$ cat src/rtl/erff_pkg.sv
// Types, constants and the bytewise CRC-32 update for the receive frame filter.
// Depends on nothing.
package erff_pkg;

    typedef logic [1:0] status_t;

    localparam status_t STATUS_ACCEPTED = 2'd0;
    localparam status_t STATUS_ADDR_MISS = 2'd1;
    localparam status_t STATUS_CRC_ERROR = 2'd2;
    localparam status_t STATUS_RUNT = 2'd3;

    localparam int ADDR_BYTES = 6;
    localparam int TYPE_HI_INDEX = 12;
    localparam int TYPE_LO_INDEX = 13;
    localparam int HEADER_BYTES = 14;
    localparam int TRAILER_BYTES = 4;
    localparam int MIN_FRAME = HEADER_BYTES + TRAILER_BYTES;

    localparam logic [31:0] CRC_POLY = 32'hEDB88320;
    localparam logic [31:0] CRC_INIT = 32'hFFFFFFFF;
    localparam logic [7:0] BROADCAST_BYTE = 8'hFF;

    // Reflected CRC-32 over one byte, least significant bit first.
    function automatic logic [31:0] crc_byte(input logic [31:0] crc_in, input logic [7:0] data);
        logic [31:0] crc;
        crc = crc_in ^ {24'd0, data};
        for (int k = 0; k < 8; k++)
        begin
            if (crc[0])
            begin
                crc = (crc >> 1) ^ CRC_POLY;
            end
            else
            begin
                crc = crc >> 1;
            end
        end
        return crc;
    endfunction

endpackage

$ cat src/rtl/ethernet_rx_frame_filter.sv
// Rx Ethernet frame filter: address match, type and length capture, CRC-32 and runt checks.
// A result is registered and shown in the cycle after the transfer of the final byte.
// Throughput: one byte per cycle unless a result is stalled; bytewise CRC is combinational.
// A waiting result holds the input only while it is stalled on the output side.
// Reset (rst_n low, asynchronous) clears the frame state, the local address and
// the output valid; frame state also returns to its reset values after each final byte.
module ethernet_rx_frame_filter #(
    parameter int LENGTH_BITS = 16
) (
    input  logic              clk,
    input  logic              rst_n,
    input  logic              cfg_we,
    input  logic [47:0]       cfg_data,
    input  logic              in_valid,
    output logic              in_ready,
    input  logic [7:0]        frame_byte,
    input  logic              last_byte,
    output logic              out_valid,
    input  logic              out_ready,
    output erff_pkg::status_t status,
    output logic              is_broadcast,
    output logic [15:0]       ether_type,
    output logic [15:0]       payload_length
);
    import erff_pkg::*;

    localparam logic [LENGTH_BITS-1:0] COUNT_MAX = {LENGTH_BITS{1'b1}};
    localparam logic [LENGTH_BITS-1:0] IDX_ADDR_END = LENGTH_BITS'(ADDR_BYTES);
    localparam logic [LENGTH_BITS-1:0] IDX_TYPE_HI = LENGTH_BITS'(TYPE_HI_INDEX);
    localparam logic [LENGTH_BITS-1:0] IDX_TYPE_LO = LENGTH_BITS'(TYPE_LO_INDEX);
    localparam logic [LENGTH_BITS-1:0] IDX_HEADER = LENGTH_BITS'(HEADER_BYTES);
    localparam logic [LENGTH_BITS-1:0] IDX_MIN_FRAME = LENGTH_BITS'(MIN_FRAME);

    logic [47:0]            local_address_reg;
    logic [LENGTH_BITS-1:0] count_reg, count_next;
    logic                   bcast_reg, bcast_next;
    logic                   local_reg, local_next;
    logic [15:0]            type_reg, type_next;
    logic [31:0]            crc_reg, crc_next;
    logic [7:0]             trail_reg [TRAILER_BYTES];
    logic [7:0]             trail_next [TRAILER_BYTES];

    logic                   out_valid_reg, out_valid_next;
    status_t                status_reg, status_next;
    logic                   bcast_out_reg, bcast_out_next;
    logic [15:0]            type_out_reg, type_out_next;
    logic [15:0]            length_out_reg, length_out_next;

    logic                   accept;
    logic [47:0]            addr_shift;
    logic [LENGTH_BITS-1:0] length_calc;
    logic [31:0]            trailer_word;

    assign in_ready = !out_valid_reg || out_ready;
    assign accept = in_valid && in_ready;

    // The wanted address byte sits in bits 47..40 after shifting by the byte index.
    assign addr_shift = local_address_reg << {count_reg[2:0], 3'b000};

    always_comb
    begin
        count_next = count_reg;
        bcast_next = bcast_reg;
        local_next = local_reg;
        type_next = type_reg;
        crc_next = crc_reg;
        trail_next = trail_reg;
        status_next = status_reg;
        bcast_out_next = bcast_out_reg;
        type_out_next = type_out_reg;
        length_out_next = length_out_reg;
        length_calc = '0;
        trailer_word = '0;
        out_valid_next = out_ready ? 1'b0 : out_valid_reg;

        if (accept)
        begin
            if (count_reg < IDX_ADDR_END)
            begin
                if (frame_byte != BROADCAST_BYTE)
                begin
                    bcast_next = 1'b0;
                end
                if (frame_byte != addr_shift[47:40])
                begin
                    local_next = 1'b0;
                end
            end
            else if (count_reg == IDX_TYPE_HI)
            begin
                type_next[15:8] = frame_byte;
            end
            else if (count_reg == IDX_TYPE_LO)
            begin
                type_next[7:0] = frame_byte;
            end

            // Header bytes bypass the trailer delay; only bytes pushed out of it reach the CRC.
            if (count_reg >= IDX_HEADER)
            begin
                if (count_reg >= IDX_MIN_FRAME)
                begin
                    crc_next = crc_byte(crc_reg, trail_reg[0]);
                end
                for (int i = 0; i < TRAILER_BYTES - 1; i++)
                begin
                    trail_next[i] = trail_reg[i+1];
                end
                trail_next[TRAILER_BYTES-1] = frame_byte;
            end

            if (count_reg != COUNT_MAX)
            begin
                count_next = count_reg + 1'b1;
            end

            if (last_byte)
            begin
                out_valid_next = 1'b1;
                trailer_word = {trail_next[3], trail_next[2], trail_next[1], trail_next[0]};
                length_calc = count_next - IDX_MIN_FRAME;
                if (count_next < IDX_MIN_FRAME)
                begin
                    status_next = STATUS_RUNT;
                    bcast_out_next = 1'b0;
                    type_out_next = '0;
                    length_out_next = '0;
                end
                else
                begin
                    if (!bcast_next && !local_next)
                    begin
                        status_next = STATUS_ADDR_MISS;
                    end
                    else if ((crc_next ^ CRC_INIT) != trailer_word)
                    begin
                        status_next = STATUS_CRC_ERROR;
                    end
                    else
                    begin
                        status_next = STATUS_ACCEPTED;
                    end
                    bcast_out_next = bcast_next;
                    type_out_next = type_next;
                    length_out_next = 16'(length_calc);
                end

                count_next = '0;
                bcast_next = 1'b1;
                local_next = 1'b1;
                type_next = '0;
                crc_next = CRC_INIT;
                for (int i = 0; i < TRAILER_BYTES; i++)
                begin
                    trail_next[i] = '0;
                end
            end
        end
    end

    always_ff @(posedge clk or negedge rst_n)
    begin
        if (!rst_n)
        begin
            local_address_reg <= '0;
            count_reg <= '0;
            bcast_reg <= 1'b1;
            local_reg <= 1'b1;
            type_reg <= '0;
            crc_reg <= CRC_INIT;
            for (int i = 0; i < TRAILER_BYTES; i++)
            begin
                trail_reg[i] <= '0;
            end
            out_valid_reg <= 1'b0;
        end
        else
        begin
            if (cfg_we)
            begin
                local_address_reg <= cfg_data;
            end
            count_reg <= count_next;
            bcast_reg <= bcast_next;
            local_reg <= local_next;
            type_reg <= type_next;
            crc_reg <= crc_next;
            trail_reg <= trail_next;
            out_valid_reg <= out_valid_next;
        end
    end

    always_ff @(posedge clk)
    begin
        status_reg <= status_next;
        bcast_out_reg <= bcast_out_next;
        type_out_reg <= type_out_next;
        length_out_reg <= length_out_next;
    end

    assign out_valid = out_valid_reg;
    assign status = status_reg;
    assign is_broadcast = bcast_out_reg;
    assign ether_type = type_out_reg;
    assign payload_length = length_out_reg;

endmodule

$ cat config.mk
export PLATFORM = sky130hd
export DESIGN_NAME = ethernet_rx_frame_filter
export DESIGN_NICKNAME = d
export VERILOG_FILES = /design/src/rtl/erff_pkg.sv /design/src/rtl/ethernet_rx_frame_filter.sv
export SDC_FILE = /design/constraint.sdc
export NUM_CORES = 1
export LEC_CHECK = 0
export BUFFER_PORTS_ARGS = -buffer_cell sky130_fd_sc_hd__buf_2
export CORE_MARGIN = 5
export CORE_UTILIZATION = 40
export CTS_BUF_LIST = sky130_fd_sc_hd__clkbuf_8
export CTS_CLUSTER_SIZE = 20
export DETAILED_ROUTE_END_ITERATION = 6
export PLACE_DENSITY_LB_ADDON = 0.05
export SLEW_MARGIN = 20
export SYNTH_ARGS = -nofsm -noshare
export SYNTH_HDL_FRONTEND = slang
export SYNTH_SLANG_ARGS = --single-unit
$ cat constraint.sdc
create_clock -name clk -period 4.19 [get_ports clk]
set_input_delay 0.838 -clock clk [delete_from_list [all_inputs] [get_ports clk]]
set_output_delay 0.838 -clock clk [all_outputs]
set_load 0.01 [all_outputs]
==> flow_metrics.env, run 1 <==
export IMPL_combPwrFrac_pct=50.2
export IMPL_drt_wl_total_um=30700
export IMPL_ys_ff_latch=182
export IMPL_yosysWarnings=0
export IMPL_multi_input_area_um2=5590
export IMPL_largest_reg_flops=48
export IMPL_worst_setup_path_end_kind="register"
export IMPL_via_per_inst=5.52
export IMPL_die_y_um=174
export IMPL_cp_arrival_ps=4000
export IMPL_worstPathRequired_ps=4420
export IMPL_switchingPower_w=0.00309
export IMPL_total_leakage_power_nw=4.99
export IMPL_cts_hold_buf=0
export IMPL_fmax_mhz=266
export IMPL_worstSetupPathType="register to register"
export IMPL_drt_iter0_drc=504
export IMPL_critPathMaxFanout=41
export IMPL_ios=99
export IMPL_cts_setup_buffers=0
export IMPL_coreArea_um2=26700
export IMPL_hold_path_class="primary input to async pin"
export IMPL_timing_final_crit_period_ps=3760
export IMPL_dpl_instance_area_um2=11600
export IMPL_clock_power_share_pct=16.1
export IMPL_syn_nets=1107
export IMPL_initial_core_util_pct=40.2
export IMPL_grt_pass1_vias=8296
export IMPL_wire_per_inst_um=20.8
export IMPL_synthTopCellsByCount="dfrtp_1, nand2_1, o21ai_0"
export IMPL_slew_headroom_pct=27.5
export IMPL_die_x_um=174
export IMPL_grt_max_degree=104
export IMPL_synth_edf_count=35
export IMPL_fin_area_um2=12000
export IMPL_cts_sinks=182
export IMPL_fin_skew_ps=26.6
export IMPL_yosysMostFrequentCell="dfrtp_1"
export IMPL_clk_latency_ps=480
export IMPL_synth_top_area_share_pct=26.4
export IMPL_grt_pass1_wl_um=48500
export IMPL_synth_main_ff_cell="dfrtp_1"
export IMPL_num_vias=8153
export IMPL_antenna_found_initial=3
export IMPL_nFillCells=2566
export IMPL_clk_path_buf_depth=2
export IMPL_post_route_drc_count=0
export IMPL_ys_async_sr_fraction_pct=80.8
export IMPL_maxSlewViolCount=0
export IMPL_critPathMaxStageDelay_ps=760
export IMPL_syn2layout_area_growth_pct=12.2
export IMPL_tightestPinTransition_ps=1090
export IMPL_syn_inst=1041
export IMPL_period_share_pct=89.8
export IMPL_netlist_area_um2=10700
export IMPL_synth_area_leader_cell="dfrtp_1"
export IMPL_startpoint_type="register"
export IMPL_synthTopCellsByArea="dfrtp_1, edfxtp_1, dfstp_2, mux2_2, xnor2_1"
export IMPL_clock_root_buffer="clkbuf_8"
export IMPL_yosysSeqAreaShare_pct=44.5
export IMPL_power_density_nw_per_um2=644
export IMPL_num_antenna_cells=0
export IMPL_cts_made_buffers=17
export IMPL_overflow=0
export IMPL_globalplace_congestion=0.869
export IMPL_syn_area_per_cell_um2=10.3
export IMPL_p_int_w=0.00465
export IMPL_crit_top_cell="nor4_1"
export IMPL_cts_reportedPaths_clkPinSlew_ps=130
export IMPL_layout_nets=1188
export IMPL_timing_hold_violations_final=0
export IMPL_dieArea_um2=30200
export IMPL_dr_pass1_iters=5
export IMPL_io_buffers=98
export IMPL_setup_violations=0
export IMPL_ir_worst_vdd_mv=0.421
export IMPL_dp_hpwl_um=21300
export IMPL_rsz0062_at_grt="no"
export IMPL_cts_tree="built"
export IMPL_final_seq_area_um2=4770
export IMPL_sw_frac_of_total_pct=39.9
export IMPL_h_tree_depth=4
export IMPL_slowest_stage="nor4_1"
export IMPL_seq_power_share_pct=33.7
export IMPL_status="complete, no violations"
export IMPL_cts_resized=0
export IMPL_ant_nets=0
export IMPL_drive_gt1_share_pct=24.8
export IMPL_cap_violations=0
export IMPL_grtUsageTotal_pct=20.2
export IMPL_rows=60
export IMPL_fin_tns_setup_ps=0
export IMPL_synth_cell_types=71
export IMPL_cp_cell_sequence="nor4_1, nand4_1, buf_12, mux2_2, o21ai_0, nand3_1, nor4_1, o2111a_1, o2111ai_1, a21o_1"
## power groups by stage
stage | sequential, W | combinational, W | clock [W]
after floorplan | 0.00249 | 0.00300 | 0
after global placement | 0.00264 | 0.00386 | 0
after detailed placement | 0.00264 | 0.00387 | 0
after CTS | 0.00261 | 0.00389 | 0.00129
after global routing | 0.00266 | 0.00417 | 0.00137
final | 0.00261 | 0.00388 | 0.00125
## cells by family (layout without fill, tap and decap cells)
group / after synthesis / in the layout / share of synthesized area, %
adder cells (fa/ha/maj): 4 / 4 / 0.467
buffers and inverters: 84 / 178 / 3.38
multiplexers: 103 / 103 / 11.2
XOR/XNOR: 117 / 117 / 13.0
AO/OA/AOI/OAI: 266 / 266 / 15.3
AND/OR/NAND/NOR: 285 / 285 / 12.1
flip-flops: 182 / 182 / 44.5
## metal layers
layer / up-vias / track usage (%) / share of wire (%) / routed length (um)
li1: 3913 / - / - / -
met1: 4018 / 27.6 / 46 / 14200
met2: 184 / 33.4 / 48 / 14600
met3: 32 / 4.17 / 4.5 / 1370
met4: 6 / 4.78 / 1.5 / 448
met5: - / 0 / 0.11 / 34
## final timing paths
check                                    end  slack (ps)           from  cells after the start
worst max-delay path               status[1]         430  count_reg[12]                     10
worst min-delay path            count_reg[7]         460          rst_n                      1
worst max register to register     status[1]         430  count_reg[12]                     10
worst min register to register  type_reg[11]         500   type_reg[11]                      2
max in group asynchronous        crc_reg[31]        2860          rst_n                      2
min in group clk                type_reg[11]         500   type_reg[11]                      2
## cell type report
| cell class | count | share of cell area, % |
|---|---|---|
| inverters | 16 | 0.500 |
| clock inverters | 15 | 1.44 |
| repair buffers | 130 | 6.36 |
| well taps | 341 | 3.55 |
| multi-input cells | 775 | 46.5 |
| clock buffers | 17 | 1.95 |
| flip-flops and latches | 182 | 39.7 |
## cell usage in the layout, fill, tap and decap left out, types with 30 or more instances in the layout
cell / n
a21oi_1: 58
a22oi_1: 32
buf_2: 97
buf_4: 30
dfrtp_1: 113
dfstp_2: 34
edfxtp_1: 35
mux2_2: 53
mux2i_1: 42
nand2_1: 111
nor2_1: 78
o21ai_0: 90
xnor2_1: 54
xor2_1: 35
## through the flow
stage | power [W] | worst slack (ps) | utilization, % | hold slack, ps | std cells
final | 0.00774 | 427 | 45.1 | 461 | 1476
after floorplan | 0.00549 | 956 | - | 450 | 1041
after global routing | 0.00819 | 201 | 45.1 | 493 | 1476
after detailed placement | 0.00651 | 541 | 43.6 | 474 | 1444
after global placement | 0.00650 | 590 | 43.6 | 463 | 1444
after CTS | 0.00778 | 488 | 45.1 | 501 | 1476
## critical path, delay by kind of cell (launching register included)
family          cells  cell delay (ps)
simple gates        4             1750
flops               1              450
compound gates      4              640
buf+inv             1              340
mux                 1              310
Power figures use the tool's default switching activity.
==> run 2: changes to the inputs <==
Settings changed: PLACE_DENSITY set to 0.56, PLACE_DENSITY_LB_ADDON 0.05 to unset.
==> flow_metrics.env, run 2 (same netlist as run 1, synthesis figures left out) <==
export IMPL_fin_tns_setup_ps=0
export IMPL_fin_skew_ps=32.5
export IMPL_total_leakage_power_nw=5.00
export IMPL_reg2reg_depth=8
export IMPL_dieArea_um2=30200
export IMPL_cts_resized=0
export IMPL_timing_final_crit_period_ps=3710
export IMPL_cts_setup_buffers=0
export IMPL_coreArea_um2=26700
export IMPL_power_density_nw_per_um2=647
export IMPL_p_int_w=0.00464
export IMPL_io_buffers=98
export IMPL_tightestPinTransition_ps=1070
export IMPL_rows=60
export IMPL_worst_setup_path_end_kind="register"
export IMPL_initial_core_util_pct=40.2
export IMPL_layout_nets=1188
export IMPL_globalplace_congestion=0.886
export IMPL_drt_iter0_drc=609
export IMPL_slowest_stage="xnor2_1"
export IMPL_die_y_um=174
export IMPL_timing_hold_violations_final=0
export IMPL_period_share_pct=88.5
export IMPL_h_tree_depth=4
export IMPL_layout_common_cells="dfrtp_1, nand2_1, buf_2, o21ai_0, nor2_1"
export IMPL_startpoint_type="register"
export IMPL_critPathMaxStageDelay_ps=640
export IMPL_num_vias=8159
export IMPL_hold_path_class="primary input to async pin"
export IMPL_switchingPower_w=0.00316
export IMPL_drt_wl_total_um=29700
export IMPL_setup_violations=0
export IMPL_maxSlewViolCount=0
export IMPL_clock_power_share_pct=16.9
export IMPL_fin_area_um2=12100
export IMPL_via_per_inst=5.53
export IMPL_die_x_um=174
export IMPL_antenna_found_initial=0
export IMPL_crit_cells=8
export IMPL_grt_max_degree=88
export IMPL_num_antenna_cells=0
export IMPL_clk_path_buf_depth=2
export IMPL_combPwrFrac_pct=49.7
export IMPL_clock_root_buffer="clkbuf_8"
export IMPL_largest_reg_flops=48
export IMPL_grt_pass1_wl_um=47800
export IMPL_grtUsageTotal_pct=19.8
export IMPL_critPathMaxFanout=5
export IMPL_cts_reportedPaths_clkPinSlew_ps=120
export IMPL_cts_hold_buf=0
export IMPL_status="complete, no violations"
export IMPL_dp_hpwl_um=21100
export IMPL_fmax_mhz=270
export IMPL_cts_made_buffers=17
export IMPL_syn2layout_area_growth_pct=12.5
export IMPL_power_w=0.00780
export IMPL_layout_commonest_cell="dfrtp_1"
export IMPL_rsz0062_at_grt="no"
export IMPL_path_delay_family="XOR/XNOR gates"
export IMPL_sw_frac_of_total_pct=40.5
export IMPL_worstSetupPathType="register to register"
export IMPL_seq_power_share_pct=33.4
export IMPL_overflow=0
export IMPL_wire_per_inst_um=20.1
export IMPL_cts_sinks=182
export IMPL_grt_pass1_vias=8371
export IMPL_dr_pass1_iters=5
export IMPL_post_route_drc_count=0
export IMPL_slew_headroom_pct=28.9
export IMPL_cp_arrival_ps=3950
export IMPL_worstPathRequired_ps=4430
export IMPL_ir_worst_vdd_mv=0.449
export IMPL_cp_cell_sequence="xor2_1, xnor3_2, xnor2_1, o22ai_1, nor4_1, o2111a_1, o2111ai_1, a21o_1"
export IMPL_drive_gt1_share_pct=24.8
export IMPL_ant_nets=0
export IMPL_cap_violations=0
export IMPL_nFillCells=2523
export IMPL_ios=99
export IMPL_cts_tree="built"
export IMPL_dpl_instance_area_um2=11600
export IMPL_clk_latency_ps=490
export IMPL_path_buf_inv=0
==> run 2: per-stage QoR <==
step | hold slack, ps | cells | util (%) | worst slack, ps
after floorplan | 450 | 1041 | - | 956
after detailed placement | 476 | 1444 | 43.6 | 479
after CTS | 454 | 1476 | 45.2 | 440
after global routing | 483 | 1476 | 45.2 | 222
final | 415 | 1476 | 45.2 | 483
after global placement | 464 | 1444 | 43.6 | 498
==> run 2: layout make-up <==
type	count	area [um2]	area share, %
Multi-Input combinational cell	775	5590	46.4
Sequential cell	182	4770	39.6
Inverter	16	60.1	0.498
Timing Repair Buffer	130	762	6.32
Clock buffer	17	234	1.94
Clock inverter	15	204	1.69
Tap cell	341	427	3.54
==> run 2: path summary, 6_finish.rpt <==
kind                       slack, ps    startpoint               endpoint
setup / recovery                 480    crc_reg[6]              status[1]
setup reg to reg                 480    crc_reg[6]              status[1]
max in group asynchronous       2860         rst_n  local_address_reg[30]
min in group clk                 500  type_reg[15]           type_reg[15]
hold reg to reg                  500  type_reg[15]           type_reg[15]
hold / removal                   410         rst_n          trail_reg[22]
==> run 2: metal layers <==
layer  wire [um]  share of wire (%)  GRT usage (%)  up-vias
li1            -                  -              -     3891
met1       13600                 46           27.3     4019
met2       14200                 48           32.3      208
met3        1420                4.8           3.77       41
met4         567                1.9           5.01        0
met5           0                  0              0        -
==> run 2: power by group through the flow <==
stage          Combinational [W]  Sequential, W  Clock, W
2_1_floorplan            0.00300        0.00249         0
4_1_cts                  0.00387        0.00261   0.00136
3_5_place_dp             0.00385        0.00264         0
5_1_grt                  0.00420        0.00266   0.00143
6_report                 0.00387        0.00261   0.00132
3_3_place_gp             0.00385        0.00263         0
==> run 3: changes to the inputs <==
Settings changed: CTS_BUF_LIST sky130_fd_sc_hd__clkbuf_8 to unset.
==> flow_metrics.env, run 3 (same netlist as run 1, synthesis figures left out) <==
export IMPL_grt_pass1_vias=8395
export IMPL_antenna_found_initial=0
export IMPL_setup_violations=0
export IMPL_dp_hpwl_um=21100
export IMPL_utilization_pct=45.9
export IMPL_grt_max_degree=88
export IMPL_layout_nets=1188
export IMPL_num_vias=8243
export IMPL_ant_nets=0
export IMPL_crit_start="crc_reg[6]"
export IMPL_power_density_nw_per_um2=671
export IMPL_tightestPinTransition_ps=1080
export IMPL_critPathMaxFanout=5
export IMPL_critPathMaxStageDelay_ps=670
export IMPL_maxSlewViolCount=0
export IMPL_instances_no_fill=1476
export IMPL_dpl_instance_area_um2=11600
export IMPL_via_per_inst=5.58
export IMPL_placedCellCount=1444
export IMPL_num_antenna_cells=0
export IMPL_total_leakage_power_nw=5.09
export IMPL_cts_hold_buf=0
export IMPL_worstSetupPathType="register to register"
export IMPL_cts_reportedPaths_clkPinSlew_ps=90
export IMPL_globalplace_congestion=0.886
export IMPL_fin_tns_setup_ps=0
export IMPL_slew_headroom_pct=28.1
export IMPL_cap_violations=0
export IMPL_ios=99
export IMPL_fin_skew_ps=21.6
export IMPL_timing_hold_violations_final=0
export IMPL_layout_common_cells="dfrtp_1, nand2_1, buf_2, o21ai_0, nor2_1"
export IMPL_coreArea_um2=26700
export IMPL_initial_core_util_pct=40.2
export IMPL_cp_arrival_ps=3920
export IMPL_worst_hold_slack_ps=489
export IMPL_post_route_drc_count=0
export IMPL_cp_cell_sequence="xor2_1, xnor3_2, xnor2_1, o22ai_1, nor4_1, o2111a_1, o2111ai_1, a21o_1"
export IMPL_rsz0062_at_grt="no"
export IMPL_rows=60
export IMPL_path_buf_inv=0
export IMPL_startpoint_type="register"
export IMPL_wire_per_inst_um=20.2
export IMPL_slowest_stage="xnor2_1"
export IMPL_layout_commonest_cell="dfrtp_1"
export IMPL_grt_pass1_wl_um=48100
export IMPL_drt_iter0_drc=693
export IMPL_clock_root_buffer="clkbuf_16"
export IMPL_cts_tree="built"
export IMPL_dieArea_um2=30200
export IMPL_timing_final_crit_period_ps=3730
export IMPL_clk_latency_ps=450
export IMPL_die_x_um=174
export IMPL_hold_path_class="primary input to async pin"
export IMPL_fmax_mhz=268
export IMPL_grtUsageTotal_pct=19.9
export IMPL_worstPathRequired_ps=4380
export IMPL_largest_reg_flops=48
export IMPL_dr_pass1_iters=5
export IMPL_fin_area_um2=12200
export IMPL_path_delay_family="XOR/XNOR gates"
export IMPL_drive_gt1_share_pct=24.8
export IMPL_period_share_pct=89.1
export IMPL_clk_path_buf_depth=2
export IMPL_status="complete, no violations"
export IMPL_nFillCells=2496
export IMPL_syn2layout_area_growth_pct=14.3
export IMPL_cts_resized=0
export IMPL_cts_setup_buffers=0
export IMPL_reg2reg_from="crc_reg[6]"
export IMPL_h_tree_depth=4
export IMPL_ir_worst_vdd_mv=0.456
export IMPL_overflow=0
export IMPL_cts_made_buffers=17
export IMPL_worst_setup_path_end_kind="register"
export IMPL_die_y_um=174
export IMPL_io_buffers=98
export IMPL_cts_sinks=182
export IMPL_drt_wl_total_um=29800
## run 3: cell counts in the layout (fill, tap and decap cells not counted)
No cell type changed its count.
## run 3: area by class of cell
| class | count | area, um2 | share of cell area [%] |
|---|---|---|---|
| Multi-Input combinational cell | 775 | 5590 | 45.7 |
| Sequential cell | 182 | 4770 | 39.0 |
| Timing Repair Buffer | 130 | 762 | 6.22 |
| Tap cell | 341 | 427 | 3.48 |
| Clock buffer | 17 | 425 | 3.47 |
| Clock inverter | 15 | 204 | 1.67 |
| Inverter | 16 | 60.1 | 0.491 |
## run 3: worst paths after layout
path                                          to  slack [ps]  cells after the start
setup / recovery                       status[1]         460                      8
hold / removal                      count_reg[5]         490                      1
setup reg to reg                       status[1]         460                      8
hold reg to reg                     type_reg[13]         490                      2
max in group asynchronous  local_address_reg[30]        2780                      2
min in group clk                    type_reg[13]         490                      2
## run 3: power by group
| group | switching, W | internal, W | leakage [nW] | total [W] |
|---|---|---|---|---|
| Clock | 0.000882 | 0.000839 | 0.306 | 0.00172 |
| Combinational | 0.00194 | 0.00195 | 2.68 | 0.00388 |
| Sequential | 0.000401 | 0.00221 | 2.10 | 0.00261 |
## run 3: metrics by stage
step | power [W] | setup WS (ps)
3_5_place_dp | 0.00650 | 479
5_1_grt | 0.00870 | 224
4_1_cts | 0.00825 | 450
6_report | 0.00822 | 458
3_3_place_gp | 0.00648 | 498
2_1_floorplan | 0.00549 | 956
## run 3: layer usage
metal,GRT usage [%],share of wire [%]
met3,3.36,4.4
met1,27.8,46
met2,32.3,47
met5,0,0
met4,5.38,1.9
